===== src/rtl/core/ddo_pkg.sv =====
// Package with widths, constants, types and the arctangent table of the odometry block.
package ddo_pkg;

    localparam int RPM_W     = 16;
    localparam int CFG_W     = 16;
    localparam int POS_W     = 32;
    localparam int ANG_W     = 16;
    localparam int MUL_A_W   = 29;
    localparam int MUL_B_W   = 32;
    localparam int MUL_P_W   = MUL_A_W + MUL_B_W;
    localparam int RES_W     = 32;
    localparam int SH_W      = 5;
    localparam int CFG_IDX_W = 2;
    localparam int ATAN_IDX_W = 5;
    localparam int ATAN_COUNT = 24;
    localparam int CORDIC_STEPS_DEF = 16;

    localparam logic [CFG_IDX_W-1:0] REG_WHEEL_RADIUS  = 2'd0;
    localparam logic [CFG_IDX_W-1:0] REG_INVERSE_TRACK = 2'd1;
    localparam logic [CFG_IDX_W-1:0] REG_SAMPLE_PERIOD = 2'd2;

    localparam logic [CFG_W-1:0] WHEEL_RADIUS_RST  = 16'd5898;
    localparam logic [CFG_W-1:0] INVERSE_TRACK_RST = 16'd10114;
    localparam logic [CFG_W-1:0] SAMPLE_PERIOD_RST = 16'd3277;

    // 2*pi/60 in Q24, 65536/(2*pi) in Q8, pi in Q28, CORDIC gain in Q30.
    localparam logic [MUL_B_W-1:0] K_RPM_TO_RADS = 32'd1756906;
    localparam logic [MUL_B_W-1:0] K_BAM_PER_RAD = 32'd2670177;
    localparam logic [MUL_B_W-1:0] K_PI_Q28      = 32'd843314857;
    localparam logic [RES_W-1:0]   CORDIC_GAIN   = 32'd652032874;

    localparam logic [SH_W-1:0] SH_RATE  = 5'd12;
    localparam logic [SH_W-1:0] SH_RAD   = 5'd17;
    localparam logic [SH_W-1:0] SH_TRACK = 5'd12;
    localparam logic [SH_W-1:0] SH_TIME  = 5'd16;
    localparam logic [SH_W-1:0] SH_BAM   = 5'd24;
    localparam logic [SH_W-1:0] SH_ANGLE = 5'd13;
    localparam logic [SH_W-1:0] SH_TRIG  = 5'd30;

    localparam logic [POS_W-1:0] POS_MAX = 32'h7FFF_FFFF;
    localparam logic [POS_W-1:0] POS_MIN = 32'h8000_0000;

    typedef struct packed {
        logic               en;
        logic [MUL_A_W-1:0] a;
        logic [MUL_B_W-1:0] b;
        logic [SH_W-1:0]    shift;
    } t_mul_req;

    typedef struct packed {
        logic             start;
        logic             flip;
        logic [RES_W-1:0] z;
    } t_cordic_req;

    typedef struct packed {
        logic             done;
        logic [RES_W-1:0] cos_v;
        logic [RES_W-1:0] sin_v;
    } t_cordic_res;

    // atan(2^-i) in radians, Q30.
    function automatic logic [RES_W-1:0] atan_q30(input logic [ATAN_IDX_W-1:0] idx);
        logic [RES_W-1:0] v;
        case (idx)
            5'd0:    v = 32'd843314857;
            5'd1:    v = 32'd497837829;
            5'd2:    v = 32'd263043836;
            5'd3:    v = 32'd133525159;
            5'd4:    v = 32'd67021687;
            5'd5:    v = 32'd33543516;
            5'd6:    v = 32'd16775851;
            5'd7:    v = 32'd8388437;
            5'd8:    v = 32'd4194283;
            5'd9:    v = 32'd2097149;
            5'd10:   v = 32'd1048576;
            5'd11:   v = 32'd524288;
            5'd12:   v = 32'd262144;
            5'd13:   v = 32'd131072;
            5'd14:   v = 32'd65536;
            5'd15:   v = 32'd32768;
            5'd16:   v = 32'd16384;
            5'd17:   v = 32'd8192;
            5'd18:   v = 32'd4096;
            5'd19:   v = 32'd2048;
            5'd20:   v = 32'd1024;
            5'd21:   v = 32'd512;
            5'd22:   v = 32'd256;
            5'd23:   v = 32'd128;
            default: v = '0;
        endcase
        return v;
    endfunction

endpackage


===== src/rtl/core/ddo_if.sv =====
// Valid/ready stream interfaces for the tick items and the pose results.
interface ddo_in_if import ddo_pkg::*; ();
    logic                    valid;
    logic                    ready;
    logic                    mode;
    logic signed [RPM_W-1:0] right_rpm;
    logic signed [RPM_W-1:0] left_rpm;

    modport source (output valid, output mode, output right_rpm, output left_rpm, input ready);
    modport sink   (input valid, input mode, input right_rpm, input left_rpm, output ready);
endinterface

interface ddo_out_if import ddo_pkg::*; ();
    logic                    valid;
    logic                    ready;
    logic signed [POS_W-1:0] pos_x;
    logic signed [POS_W-1:0] pos_y;
    logic [ANG_W-1:0]        heading;
    logic                    saturated;

    modport source (output valid, output pos_x, output pos_y, output heading,
                    output saturated, input ready);
    modport sink   (input valid, input pos_x, input pos_y, input heading,
                    input saturated, output ready);
endinterface


===== src/rtl/core/ddo_mul_rnd.sv =====
// Shared signed multiplier with a registered product and a round-half-up shift.
module ddo_mul_rnd import ddo_pkg::*; (
    input  logic             i_clk,
    input  t_mul_req         i_req,
    output logic [RES_W-1:0] o_res
);

    logic signed [MUL_P_W-1:0] r_prod;
    logic [SH_W-1:0]           r_shift;
    logic signed [MUL_P_W-1:0] w_half;
    logic signed [MUL_P_W-1:0] w_sum;
    logic signed [MUL_P_W-1:0] w_shifted;

    always_ff @(posedge i_clk) begin
        if (i_req.en) begin
            r_prod  <= $signed(i_req.a) * $signed(i_req.b);
            r_shift <= i_req.shift;
        end
    end

    // The product is registered, so the rounding add sits in the following cycle.
    assign w_half    = $signed({{(MUL_P_W-1){1'b0}}, 1'b1}) <<< (r_shift - 5'd1);
    assign w_sum     = r_prod + w_half;
    assign w_shifted = w_sum >>> r_shift;
    assign o_res     = w_shifted[RES_W-1:0];

endmodule


===== src/rtl/core/ddo_cordic.sv =====
// Iterative rotation-mode CORDIC that turns an angle into cosine and sine.
module ddo_cordic import ddo_pkg::*; #(
    parameter int CORDIC_STEPS = CORDIC_STEPS_DEF
) (
    input  logic        i_clk,
    input  logic        i_rst_n,
    input  t_cordic_req i_req,
    output t_cordic_res o_res
);

    localparam int RUN_STEPS = (CORDIC_STEPS < ATAN_COUNT) ? CORDIC_STEPS : ATAN_COUNT;
    localparam int STEP_W    = (RUN_STEPS > 1) ? $clog2(RUN_STEPS) : 1;
    localparam logic [STEP_W-1:0] LAST_STEP = STEP_W'(RUN_STEPS - 1);

    logic                    r_busy, n_busy;
    logic                    r_fix, n_fix;
    logic                    r_done, n_done;
    logic                    r_flip, n_flip;
    logic [STEP_W-1:0]       r_step, n_step;
    logic signed [RES_W-1:0] r_x, n_x;
    logic signed [RES_W-1:0] r_y, n_y;
    logic signed [RES_W-1:0] r_z, n_z;
    logic signed [RES_W-1:0] w_xs, w_ys, w_atan;

    assign w_xs   = r_x >>> r_step;
    assign w_ys   = r_y >>> r_step;
    assign w_atan = $signed(atan_q30(ATAN_IDX_W'(r_step)));

    always_comb begin
        n_busy = r_busy;
        n_fix  = 1'b0;
        n_done = 1'b0;
        n_flip = r_flip;
        n_step = r_step;
        n_x    = r_x;
        n_y    = r_y;
        n_z    = r_z;
        if (i_req.start) begin
            n_busy = 1'b1;
            n_flip = i_req.flip;
            n_step = '0;
            n_x    = $signed(CORDIC_GAIN);
            n_y    = '0;
            n_z    = $signed(i_req.z);
        end else if (r_busy) begin
            if (!r_z[RES_W-1]) begin
                n_x = r_x - w_ys;
                n_y = r_y + w_xs;
                n_z = r_z - w_atan;
            end else begin
                n_x = r_x + w_ys;
                n_y = r_y - w_xs;
                n_z = r_z + w_atan;
            end
            if (r_step == LAST_STEP) begin
                n_busy = 1'b0;
                n_fix  = 1'b1;
            end else begin
                n_step = r_step + 1'b1;
            end
        end else if (r_fix) begin
            // Angles folded by half a turn come back by negating both results.
            if (r_flip) begin
                n_x = -r_x;
                n_y = -r_y;
            end
            n_done = 1'b1;
        end
    end

    always_ff @(posedge i_clk) begin
        if (!i_rst_n) begin
            r_busy <= 1'b0;
            r_fix  <= 1'b0;
            r_done <= 1'b0;
        end else begin
            r_busy <= n_busy;
            r_fix  <= n_fix;
            r_done <= n_done;
        end
    end

    always_ff @(posedge i_clk) begin
        r_flip <= n_flip;
        r_step <= n_step;
        r_x    <= n_x;
        r_y    <= n_y;
        r_z    <= n_z;
    end

    assign o_res.done  = r_done;
    assign o_res.cos_v = r_x;
    assign o_res.sin_v = r_y;

endmodule


===== src/rtl/core/diff_drive_odometry.sv =====
// Top level of the differential-drive dead-reckoning odometry block.
//
// Each tick transfer on i_in carries right and left wheel speeds in rpm (signed Q12.4);
// the block turns them into a linear speed and a turn rate, moves x and y by the
// travelled distance along the heading held before the tick, advances the heading and
// then offers the new pose (Q16.16 metres, 16-bit binary angle) as one transfer on
// o_out. A tick with mode set clears the pose and returns an all-zero result. All
// eleven products of a tick go through one shared multiplier, each as a registered
// product and then a rounding step, and the heading's cosine and sine come from an
// iterative CORDIC. A tick is accepted only while the block is idle, so it occupies
// the block until its pose has been moved to the output register; a clearing tick
// goes straight there. x and y saturate at the signed 32-bit limits and the
// saturated flag reports it; the heading wraps. The output register holds a result
// until it is taken, so the next tick can be accepted in the meantime. The user must
// write the registers through the i_cfg_* port only while the block is idle; the
// block itself does not enforce this. Index 0 wheel radius (Q0.16 m), 1 inverse track
// (Q4.12 1/m), 2 sample period (Q0.16 s); writes to other indexes are ignored.
module diff_drive_odometry import ddo_pkg::*; #(
    parameter int CORDIC_STEPS = CORDIC_STEPS_DEF
) (
    input  logic                 i_clk,
    input  logic                 i_rst_n,
    ddo_in_if.sink               i_in,
    ddo_out_if.source            o_out,
    input  logic                 i_cfg_we,
    input  logic [CFG_IDX_W-1:0] i_cfg_idx,
    input  logic [CFG_W-1:0]     i_cfg_data
);

    localparam logic [2:0] S_IDLE = 3'd0;
    localparam logic [2:0] S_MUL  = 3'd1;
    localparam logic [2:0] S_RND  = 3'd2;
    localparam logic [2:0] S_CORD = 3'd3;
    localparam logic [2:0] S_ACCX = 3'd4;
    localparam logic [2:0] S_ACCY = 3'd5;
    localparam logic [2:0] S_DONE = 3'd6;

    // Steps of the multiply program, in issue order.
    localparam logic [3:0] OP_SUM  = 4'd0;
    localparam logic [3:0] OP_DIF  = 4'd1;
    localparam logic [3:0] OP_V    = 4'd2;
    localparam logic [3:0] OP_T    = 4'd3;
    localparam logic [3:0] OP_W    = 4'd4;
    localparam logic [3:0] OP_DIST = 4'd5;
    localparam logic [3:0] OP_DANG = 4'd6;
    localparam logic [3:0] OP_BAM  = 4'd7;
    localparam logic [3:0] OP_Z    = 4'd8;
    localparam logic [3:0] OP_DX   = 4'd9;
    localparam logic [3:0] OP_DY   = 4'd10;

    logic [2:0]                r_state, n_state;
    logic [3:0]                r_op, n_op;
    logic [CFG_W-1:0]          r_radius, n_radius;
    logic [CFG_W-1:0]          r_inv, n_inv;
    logic [CFG_W-1:0]          r_period, n_period;
    logic signed [POS_W-1:0]   r_x, n_x;
    logic signed [POS_W-1:0]   r_y, n_y;
    logic [ANG_W-1:0]          r_head, n_head;
    logic                      r_sat, n_sat;
    logic                      r_out_valid, n_out_valid;

    logic [RPM_W-1:0]          r_right, n_right;
    logic [RPM_W-1:0]          r_left, n_left;
    logic [MUL_A_W-1:0]        r_ra, n_ra;
    logic [MUL_A_W-1:0]        r_rb, n_rb;
    logic [ANG_W-1:0]          r_dbam, n_dbam;
    logic [POS_W-1:0]          r_out_x, n_out_x;
    logic [POS_W-1:0]          r_out_y, n_out_y;
    logic [ANG_W-1:0]          r_out_head, n_out_head;
    logic                      r_out_sat, n_out_sat;

    t_mul_req                  w_mul_req;
    logic [RES_W-1:0]          w_mul_res;
    t_cordic_req               w_cord_req;
    t_cordic_res               w_cord_res;

    logic [RPM_W:0]            w_sum17;
    logic [RPM_W:0]            w_dif17;
    logic                      w_flip;
    logic [ANG_W-1:0]          w_angle;
    logic signed [POS_W:0]     w_acc_sum;
    logic                      w_acc_ovf;
    logic [POS_W-1:0]          w_acc_val;

    assign w_sum17 = {r_right[RPM_W-1], r_right} + {r_left[RPM_W-1], r_left};
    assign w_dif17 = {r_right[RPM_W-1], r_right} - {r_left[RPM_W-1], r_left};

    // The CORDIC only covers the right half plane: headings in the left half are
    // taken half a turn away and the results negated. Toggling the sign bit in that
    // case leaves bit 14 copied into bit 15.
    assign w_flip  = r_head[ANG_W-1] ^ r_head[ANG_W-2];
    assign w_angle = {r_head[ANG_W-2], r_head[ANG_W-2:0]};

    // Operand selection for the shared multiplier.
    always_comb begin
        w_mul_req.en    = (r_state == S_MUL);
        w_mul_req.a     = '0;
        w_mul_req.b     = '0;
        w_mul_req.shift = SH_RATE;
        case (r_op)
            OP_SUM: begin
                w_mul_req.a     = {{(MUL_A_W-RPM_W-1){w_sum17[RPM_W]}}, w_sum17};
                w_mul_req.b     = K_RPM_TO_RADS;
                w_mul_req.shift = SH_RATE;
            end
            OP_DIF: begin
                w_mul_req.a     = {{(MUL_A_W-RPM_W-1){w_dif17[RPM_W]}}, w_dif17};
                w_mul_req.b     = K_RPM_TO_RADS;
                w_mul_req.shift = SH_RATE;
            end
            OP_V: begin
                w_mul_req.a     = r_ra;
                w_mul_req.b     = {{(MUL_B_W-CFG_W){1'b0}}, r_radius};
                w_mul_req.shift = SH_RAD;
            end
            OP_T: begin
                w_mul_req.a     = r_rb;
                w_mul_req.b     = {{(MUL_B_W-CFG_W){1'b0}}, r_radius};
                w_mul_req.shift = SH_RAD;
            end
            OP_W: begin
                w_mul_req.a     = r_rb;
                w_mul_req.b     = {{(MUL_B_W-CFG_W){1'b0}}, r_inv};
                w_mul_req.shift = SH_TRACK;
            end
            OP_DIST: begin
                w_mul_req.a     = r_ra;
                w_mul_req.b     = {{(MUL_B_W-CFG_W){1'b0}}, r_period};
                w_mul_req.shift = SH_TIME;
            end
            OP_DANG: begin
                w_mul_req.a     = r_rb;
                w_mul_req.b     = {{(MUL_B_W-CFG_W){1'b0}}, r_period};
                w_mul_req.shift = SH_TIME;
            end
            OP_BAM: begin
                w_mul_req.a     = r_rb;
                w_mul_req.b     = K_BAM_PER_RAD;
                w_mul_req.shift = SH_BAM;
            end
            OP_Z: begin
                w_mul_req.a     = {{(MUL_A_W-ANG_W){w_angle[ANG_W-1]}}, w_angle};
                w_mul_req.b     = K_PI_Q28;
                w_mul_req.shift = SH_ANGLE;
            end
            OP_DX: begin
                w_mul_req.a     = r_ra;
                w_mul_req.b     = w_cord_res.cos_v;
                w_mul_req.shift = SH_TRIG;
            end
            OP_DY: begin
                w_mul_req.a     = r_ra;
                w_mul_req.b     = w_cord_res.sin_v;
                w_mul_req.shift = SH_TRIG;
            end
            default: begin
                w_mul_req.a     = '0;
                w_mul_req.b     = '0;
                w_mul_req.shift = SH_RATE;
            end
        endcase
    end

    // The angle product goes straight into the CORDIC as its start value.
    assign w_cord_req.start = (r_state == S_RND) && (r_op == OP_Z);
    assign w_cord_req.flip  = w_flip;
    assign w_cord_req.z     = w_mul_res;

    ddo_mul_rnd u_mul (
        .i_clk (i_clk),
        .i_req (w_mul_req),
        .o_res (w_mul_res)
    );

    ddo_cordic #(
        .CORDIC_STEPS (CORDIC_STEPS)
    ) u_cordic (
        .i_clk   (i_clk),
        .i_rst_n (i_rst_n),
        .i_req   (w_cord_req),
        .o_res   (w_cord_res)
    );

    // One saturating adder serves both axes; r_rb holds dx, then dy.
    assign w_acc_sum = (r_state == S_ACCX) ?
                       ({r_x[POS_W-1], r_x} + {{(POS_W+1-MUL_A_W){r_rb[MUL_A_W-1]}}, r_rb}) :
                       ({r_y[POS_W-1], r_y} + {{(POS_W+1-MUL_A_W){r_rb[MUL_A_W-1]}}, r_rb});
    assign w_acc_ovf = w_acc_sum[POS_W] ^ w_acc_sum[POS_W-1];
    assign w_acc_val = w_acc_ovf ? (w_acc_sum[POS_W] ? POS_MIN : POS_MAX)
                                 : w_acc_sum[POS_W-1:0];

    always_comb begin
        n_state     = r_state;
        n_op        = r_op;
        n_radius    = r_radius;
        n_inv       = r_inv;
        n_period    = r_period;
        n_x         = r_x;
        n_y         = r_y;
        n_head      = r_head;
        n_sat       = r_sat;
        n_out_valid = r_out_valid;
        n_right     = r_right;
        n_left      = r_left;
        n_ra        = r_ra;
        n_rb        = r_rb;
        n_dbam      = r_dbam;
        n_out_x     = r_out_x;
        n_out_y     = r_out_y;
        n_out_head  = r_out_head;
        n_out_sat   = r_out_sat;

        if (i_cfg_we) begin
            case (i_cfg_idx)
                REG_WHEEL_RADIUS:  n_radius = i_cfg_data;
                REG_INVERSE_TRACK: n_inv    = i_cfg_data;
                REG_SAMPLE_PERIOD: n_period = i_cfg_data;
                default: ;
            endcase
        end

        if (r_out_valid && o_out.ready) begin
            n_out_valid = 1'b0;
        end

        case (r_state)
            S_IDLE: begin
                if (i_in.valid) begin
                    n_right = i_in.right_rpm;
                    n_left  = i_in.left_rpm;
                    n_sat   = 1'b0;
                    if (i_in.mode) begin
                        n_x     = '0;
                        n_y     = '0;
                        n_head  = '0;
                        n_state = S_DONE;
                    end else begin
                        n_op    = OP_SUM;
                        n_state = S_MUL;
                    end
                end
            end
            S_MUL: begin
                n_state = S_RND;
            end
            S_RND: begin
                case (r_op)
                    OP_SUM, OP_V, OP_DIST: n_ra = w_mul_res[MUL_A_W-1:0];
                    OP_BAM:                n_dbam = w_mul_res[ANG_W-1:0];
                    OP_Z:                  ;
                    default:               n_rb = w_mul_res[MUL_A_W-1:0];
                endcase
                case (r_op)
                    OP_Z:    n_state = S_CORD;
                    OP_DX:   n_state = S_ACCX;
                    OP_DY:   n_state = S_ACCY;
                    default: begin
                        n_op    = r_op + 4'd1;
                        n_state = S_MUL;
                    end
                endcase
            end
            S_CORD: begin
                if (w_cord_res.done) begin
                    n_op    = OP_DX;
                    n_state = S_MUL;
                end
            end
            S_ACCX: begin
                n_x     = w_acc_val;
                n_sat   = r_sat | w_acc_ovf;
                n_op    = OP_DY;
                n_state = S_MUL;
            end
            S_ACCY: begin
                n_y     = w_acc_val;
                n_sat   = r_sat | w_acc_ovf;
                n_head  = r_head + r_dbam;
                n_state = S_DONE;
            end
            S_DONE: begin
                // Wait here while the previous result still sits in the output register.
                if (!r_out_valid || o_out.ready) begin
                    n_out_valid = 1'b1;
                    n_out_x     = r_x;
                    n_out_y     = r_y;
                    n_out_head  = r_head;
                    n_out_sat   = r_sat;
                    n_state     = S_IDLE;
                end
            end
            default: begin
                n_state = S_IDLE;
            end
        endcase
    end

    always_ff @(posedge i_clk) begin
        if (!i_rst_n) begin
            r_state     <= S_IDLE;
            r_op        <= OP_SUM;
            r_radius    <= WHEEL_RADIUS_RST;
            r_inv       <= INVERSE_TRACK_RST;
            r_period    <= SAMPLE_PERIOD_RST;
            r_x         <= '0;
            r_y         <= '0;
            r_head      <= '0;
            r_sat       <= 1'b0;
            r_out_valid <= 1'b0;
        end else begin
            r_state     <= n_state;
            r_op        <= n_op;
            r_radius    <= n_radius;
            r_inv       <= n_inv;
            r_period    <= n_period;
            r_x         <= n_x;
            r_y         <= n_y;
            r_head      <= n_head;
            r_sat       <= n_sat;
            r_out_valid <= n_out_valid;
        end
    end

    always_ff @(posedge i_clk) begin
        r_right    <= n_right;
        r_left     <= n_left;
        r_ra       <= n_ra;
        r_rb       <= n_rb;
        r_dbam     <= n_dbam;
        r_out_x    <= n_out_x;
        r_out_y    <= n_out_y;
        r_out_head <= n_out_head;
        r_out_sat  <= n_out_sat;
    end

    assign i_in.ready      = (r_state == S_IDLE);
    assign o_out.valid     = r_out_valid;
    assign o_out.pos_x     = r_out_x;
    assign o_out.pos_y     = r_out_y;
    assign o_out.heading   = r_out_head;
    assign o_out.saturated = r_out_sat;

endmodule


===== src/flat_wrapper.sv =====
// flat-port wrapper written by rule: the top's interface ports become plain ports
module diff_drive_odometry_flat import ddo_pkg::*;
#(
    parameter int CORDIC_STEPS = CORDIC_STEPS_DEF
)
  (i_clk, i_rst_n, i_cfg_we, i_cfg_idx, i_cfg_data, i_in_valid, i_in_mode, i_in_right_rpm, i_in_left_rpm, i_in_ready, o_out_valid, o_out_pos_x, o_out_pos_y, o_out_heading, o_out_saturated, o_out_ready);
  ddo_in_if i_in_i ();
  ddo_out_if o_out_i ();
  input  logic i_clk;
  input  logic i_rst_n;
  input  logic i_cfg_we;
  input  logic [CFG_IDX_W-1:0] i_cfg_idx;
  input  logic [CFG_W-1:0] i_cfg_data;
  input wire logic [$bits(i_in_i.valid)-1:0] i_in_valid;
  input wire logic [$bits(i_in_i.mode)-1:0] i_in_mode;
  input wire logic [$bits(i_in_i.right_rpm)-1:0] i_in_right_rpm;
  input wire logic [$bits(i_in_i.left_rpm)-1:0] i_in_left_rpm;
  output wire logic [$bits(i_in_i.ready)-1:0] i_in_ready;
  output wire logic [$bits(o_out_i.valid)-1:0] o_out_valid;
  output wire logic [$bits(o_out_i.pos_x)-1:0] o_out_pos_x;
  output wire logic [$bits(o_out_i.pos_y)-1:0] o_out_pos_y;
  output wire logic [$bits(o_out_i.heading)-1:0] o_out_heading;
  output wire logic [$bits(o_out_i.saturated)-1:0] o_out_saturated;
  input wire logic [$bits(o_out_i.ready)-1:0] o_out_ready;
  assign i_in_i.valid = i_in_valid;
  assign i_in_i.mode = i_in_mode;
  assign i_in_i.right_rpm = i_in_right_rpm;
  assign i_in_i.left_rpm = i_in_left_rpm;
  assign i_in_ready = i_in_i.ready;
  assign o_out_valid = o_out_i.valid;
  assign o_out_pos_x = o_out_i.pos_x;
  assign o_out_pos_y = o_out_i.pos_y;
  assign o_out_heading = o_out_i.heading;
  assign o_out_saturated = o_out_i.saturated;
  assign o_out_i.ready = o_out_ready;
  diff_drive_odometry #(.CORDIC_STEPS(CORDIC_STEPS)) u_core (.i_clk(i_clk), .i_rst_n(i_rst_n), .i_in(i_in_i), .o_out(o_out_i), .i_cfg_we(i_cfg_we), .i_cfg_idx(i_cfg_idx), .i_cfg_data(i_cfg_data));
endmodule

===== config.mk =====
export PLATFORM = sky130hd
export DESIGN_NAME = diff_drive_odometry_flat
export DESIGN_NICKNAME = d
export VERILOG_FILES = /design/src/rtl/core/ddo_pkg.sv /design/src/rtl/core/ddo_if.sv /design/src/rtl/core/ddo_mul_rnd.sv /design/src/rtl/core/ddo_cordic.sv /design/src/rtl/core/diff_drive_odometry.sv /design/src/flat_wrapper.sv
export SDC_FILE = /design/constraint.sdc
export NUM_CORES = 2
export LEC_CHECK = 0
export ABC_AREA = 1
export BUFFER_PORTS_ARGS = -buffer_cell sky130_fd_sc_hd__buf_2
export CELL_PAD_IN_SITES_DETAIL_PLACEMENT = 1
export CELL_PAD_IN_SITES_GLOBAL_PLACEMENT = 2
export CORE_MARGIN = 8
export CORE_UTILIZATION = 39
export CTS_CLUSTER_DIAMETER = 120
export DETAILED_ROUTE_END_ITERATION = 12
export GPL_TIMING_DRIVEN = 0
export HOLD_SLACK_MARGIN = 0.12
export PLACE_DENSITY = 0.83
export SYNTH_ARGS = -nofsm -noshare
export SYNTH_HDL_FRONTEND = slang
export SYNTH_HIERARCHICAL = 1
export SYNTH_SLANG_ARGS = --single-unit

===== constraint.sdc =====
create_clock -name i_clk -period 9.6 [get_ports i_clk]
set_input_delay 0.96 -clock i_clk [delete_from_list [all_inputs] [get_ports i_clk]]
set_output_delay 0.96 -clock i_clk [all_outputs]
set_load 0.05 [all_outputs]

==> impl_metrics.ini <==
[route]
avgRoutedWirePerCell_um = 26.9
totalWireLength_um = 381000
via_count = 78100
vias_per_cell = 5.52
drt_iter0_markers = 6049
drtAntennaViolNets = 0
drc = 0
drt_first_pass_iters = 5

[global_routing]
grtUsageTotal_pct = 34.3
overflow = 0
antenna_found_initial = 22
grt_pass1_wl_um = 550000
grt_max_degree = 41
grt_pass1_vias = 81400

[finish]
final_area_um2 = 88600
final_core_util_pct = 44.0
drive_above_1_share_pct = 9.81
nets = 12800
area_growth_pct = 12.5

[timing]
max_freq_ghz = 0.104
setup-violations-final = 0
worst_pin_slew_ns = 1.32
min_period_over_period_pct = 100
skew_ns = 0.0480
drv_slew = 0
hold_violations = 0
rsz0062_at_grt = yes
layout_min_cycle_time_ns = 9.60
finalSetupTns_ns = 0
slew_headroom_pct = 12.1

[status]
status = finished, final reports clean

[yosys]
ys_seq_elements = 523
synth_cell_types = 73
synthCells = 11100
syn_avg_cell_area_um2 = 7.11
ys_seq_area_share_pct = 16.9
synth_top_area_share_pct = 25.2
syn_nets = 12500
yosys_warnings = 6
synth_top_area_cell = fa_1
synth_edf_count = 286
ys_top_cells_by_area = fa_1, nand2_1, edfxtp_1
syn_area_um2 = 78700
synth_flop_cell = edfxtp_1
async_flop_share_pct = 0

[worst_setup_path]
rr_worst_depth = 30
cpMostUsedCell = fa_1
crit_fanout = 10
r2r_start = u_core/r_op[0]
cp_data_required_time_ns = 10.02
timing.rr.end = u_core/u_mul/r_prod[59]
reg2reg_slack_ns = 0.0006
max_stage_delay_ns = 0.63
critPathCaptureType = flop
crit_arrival_ns = 10.02
slowest_stage = fa_2
startpoint_type = flop
criticalPathCategory = flop to flop

[clock_network]
insertion_delay_ns = 0.71
htree_levels = 3
cts_hold_buf = 0
cts_tree = yes
clk_pin_slew_ns = 0.06
cts_buffer_depth = 3
cts-buffers-inserted = 69
cts_root_buffer = clkbuf_16
cts.sinks = 523

[die]
dieArea_um2 = 216000
initial_core_util_pct = 39.1
io_pins = 139
core_region_area_um2 = 201000
die_w_um = 465
die_h_um = 465
core.rowCount = 165

[place]
port_buffers = 138
gp_congestion = 1.02
dp_hpwl_um = 317000
place_area_um2 = 82900

[worst_hold_path]
min_path_type = primary input to flop
min_path_cells = 1
worstHoldEndpoint = u_core/r_right[0]
min_from = i_in_right_rpm[0]

[flow_run]
drv_cap = 0
-- cells in the mapped netlist, types with 13 or more instances --
cell / count
a21boi_0: 13
a21o_1: 32
a21oi_1: 499
a21oi_2: 18
a221oi_1: 36
a22o_1: 17
a22oi_1: 14
a31oi_1: 43
buf_1: 57
buf_2: 60
clkbuf_1: 300
dfxtp_1: 237
edfxtp_1: 286
fa_1: 990
ha_1: 404
inv_1: 2254
inv_2: 33
nand2_1: 2985
nand2_2: 44
nand3_1: 981
nand3_2: 18
nand3b_1: 26
nand4_1: 62
nor2_1: 626
nor2_2: 37
nor3_1: 87
nor4_1: 27
o211ai_1: 23
o21a_1: 17
o21ai_0: 327
o21ai_1: 31
o21bai_1: 25
o221ai_1: 15
or2_2: 54
xnor2_1: 97
xor2_1: 142
-- how the worst max path moves through the flow --
stage | start | to | slack, ns | cells past startpoint
finish | u_core/r_op[0] | u_core/u_mul/r_prod[59] | 0.0006 | 30
floorplan | u_core/r_op[0] | u_core/u_mul/r_prod[59] | 0.96 | 41
global route | u_core/r_right[2] | u_core/u_mul/r_prod[59] | -0.16 | 42
global placement | u_core/r_op[0] | u_core/u_mul/r_prod[48] | -2.76 | 28
CTS | u_core/r_op[0] | u_core/u_mul/r_prod[60] | -0.0004 | 36
detailed placement | u_core/r_op[0] | u_core/u_mul/r_prod[48] | -2.68 | 28
-- per-layer routing --
| layer | global-route usage [%] | vias up | part of all wire, % |
|---|---|---|---|
| met5 | 0 | - | 0.0079 |
| met4 | 20.3 | 4 | 7.1 |
| met3 | 5.29 | 863 | 6.9 |
| met2 | 55.4 | 2887 | 45 |
| met1 | 43.5 | 39500 | 40 |
| li1 | - | 34800 | - |
-- worst max-delay path: cells and delay by family, from the launching register on --
family / cells / cell delay (ns)
adder cells (fa/ha/maj): 10 / 4.78
buffers and inverters: 9 / 1.93
AO/OA/AOI/OAI: 5 / 1.22
AND/OR/NAND/NOR: 5 / 0.83
flip-flops: 1 / 0.34
XOR/XNOR: 1 / 0.21
-- cells by family after synthesis --
group                    Yosys count  synth area share (%)
adder cells (fa/ha/maj)         1394                  31.6
XOR/XNOR                         239                  2.66
AO/OA/AOI/OAI                   1173                  8.64
multiplexers                       4                0.0509
AND/OR/NAND/NOR                 4986                  26.7
flip-flops                       523                  16.9
buffers and inverters           2744                  13.4
-- per-stage QoR --
stage	hold WS (ns)	instances	setup slack [ns]
finish	0.427	14100	0.000605
global route	0.399	14100	-0.160
CTS	0.365	14100	-0.000410
detailed placement	0.446	13900	-2.68
global placement	0.443	13900	-2.76
floorplan	0.415	11100	0.957
-- layout by cell type (no fill, tap or decap), types with 26 or more instances in the layout --
| master | n |
|---|---|
| nand2_1 | 2963 |
| inv_1 | 2228 |
| fa_1 | 961 |
| nand3_1 | 951 |
| nor2_1 | 588 |
| a21oi_1 | 461 |
| ha_1 | 371 |
| o21ai_0 | 313 |
| edfxtp_1 | 286 |
| dfxtp_1 | 235 |
| buf_2 | 206 |
| clkbuf_1 | 157 |
| xor2_1 | 140 |
| buf_4 | 112 |
| xnor2_1 | 96 |
| nor3_1 | 83 |
| clkbuf_16 | 76 |
| nand4_1 | 62 |
| nand2_2 | 59 |
| clkbuf_2 | 59 |
| nor2_2 | 59 |
| or2_2 | 54 |
| a21oi_2 | 53 |
| inv_2 | 51 |
| clkbuf_4 | 39 |
| a31oi_1 | 39 |
| buf_1 | 38 |
| o21ai_1 | 38 |
| diode_2 | 31 |
| buf_6 | 31 |
| nand3_2 | 31 |
| a21o_1 | 31 |
| fa_2 | 29 |
| nand3b_1 | 26 |
-- registers in the layout, indices dropped and copies added (netlist names), 5 cells and up --
register                flops
u_core/o_out.pos_y         32
u_core/r_period            16
u_core/o_out.pos_x         32
u_core/r_inv               16
u_core/r_dbam              16
u_core/r_radius            16
u_core/o_out.heading       16
u_core/r_ra                29
u_core/r_rb                29
u_core/u_cordic/r_y        32
u_core/u_cordic/r_z        32
u_core/r_right             16
u_core/u_cordic/r_x        32
u_core/r_left              16
u_core/r_x                 32
u_core/u_cordic/w_atan     29
u_core/u_mul/r_prod        61
u_core/u_mul/r_shift        5
u_core/r_head              16
u_core/r_y                 32
-- final cells by class --
type                            instances  area, um2
Inverter                             2300       8670
Sequential cell                       523      13300
Buffer                                437       2660
Multi-Input combinational cell       7796      56300
Fill cell                           25500     113000
Tap cell                             2672       3340
Clock inverter                         41        528
Timing Repair Buffer                  251       1830
Antenna cell                           31       77.6
Clock buffer                           86       1870
-- what timing repair did --
| action | in CTS | in global routing |
|---|---|---|
| cloned | 0 | 2 |
| pin swaps | 36 | 58 |
| buffers inserted | 45 | 56 |
| setup endpoints to repair | 53 | 34 |
| gates resized for setup | 484 | 281 |
Power is not shown: default switching activity piles up to over one toggle a cycle in this logic, so the estimate is an artifact.
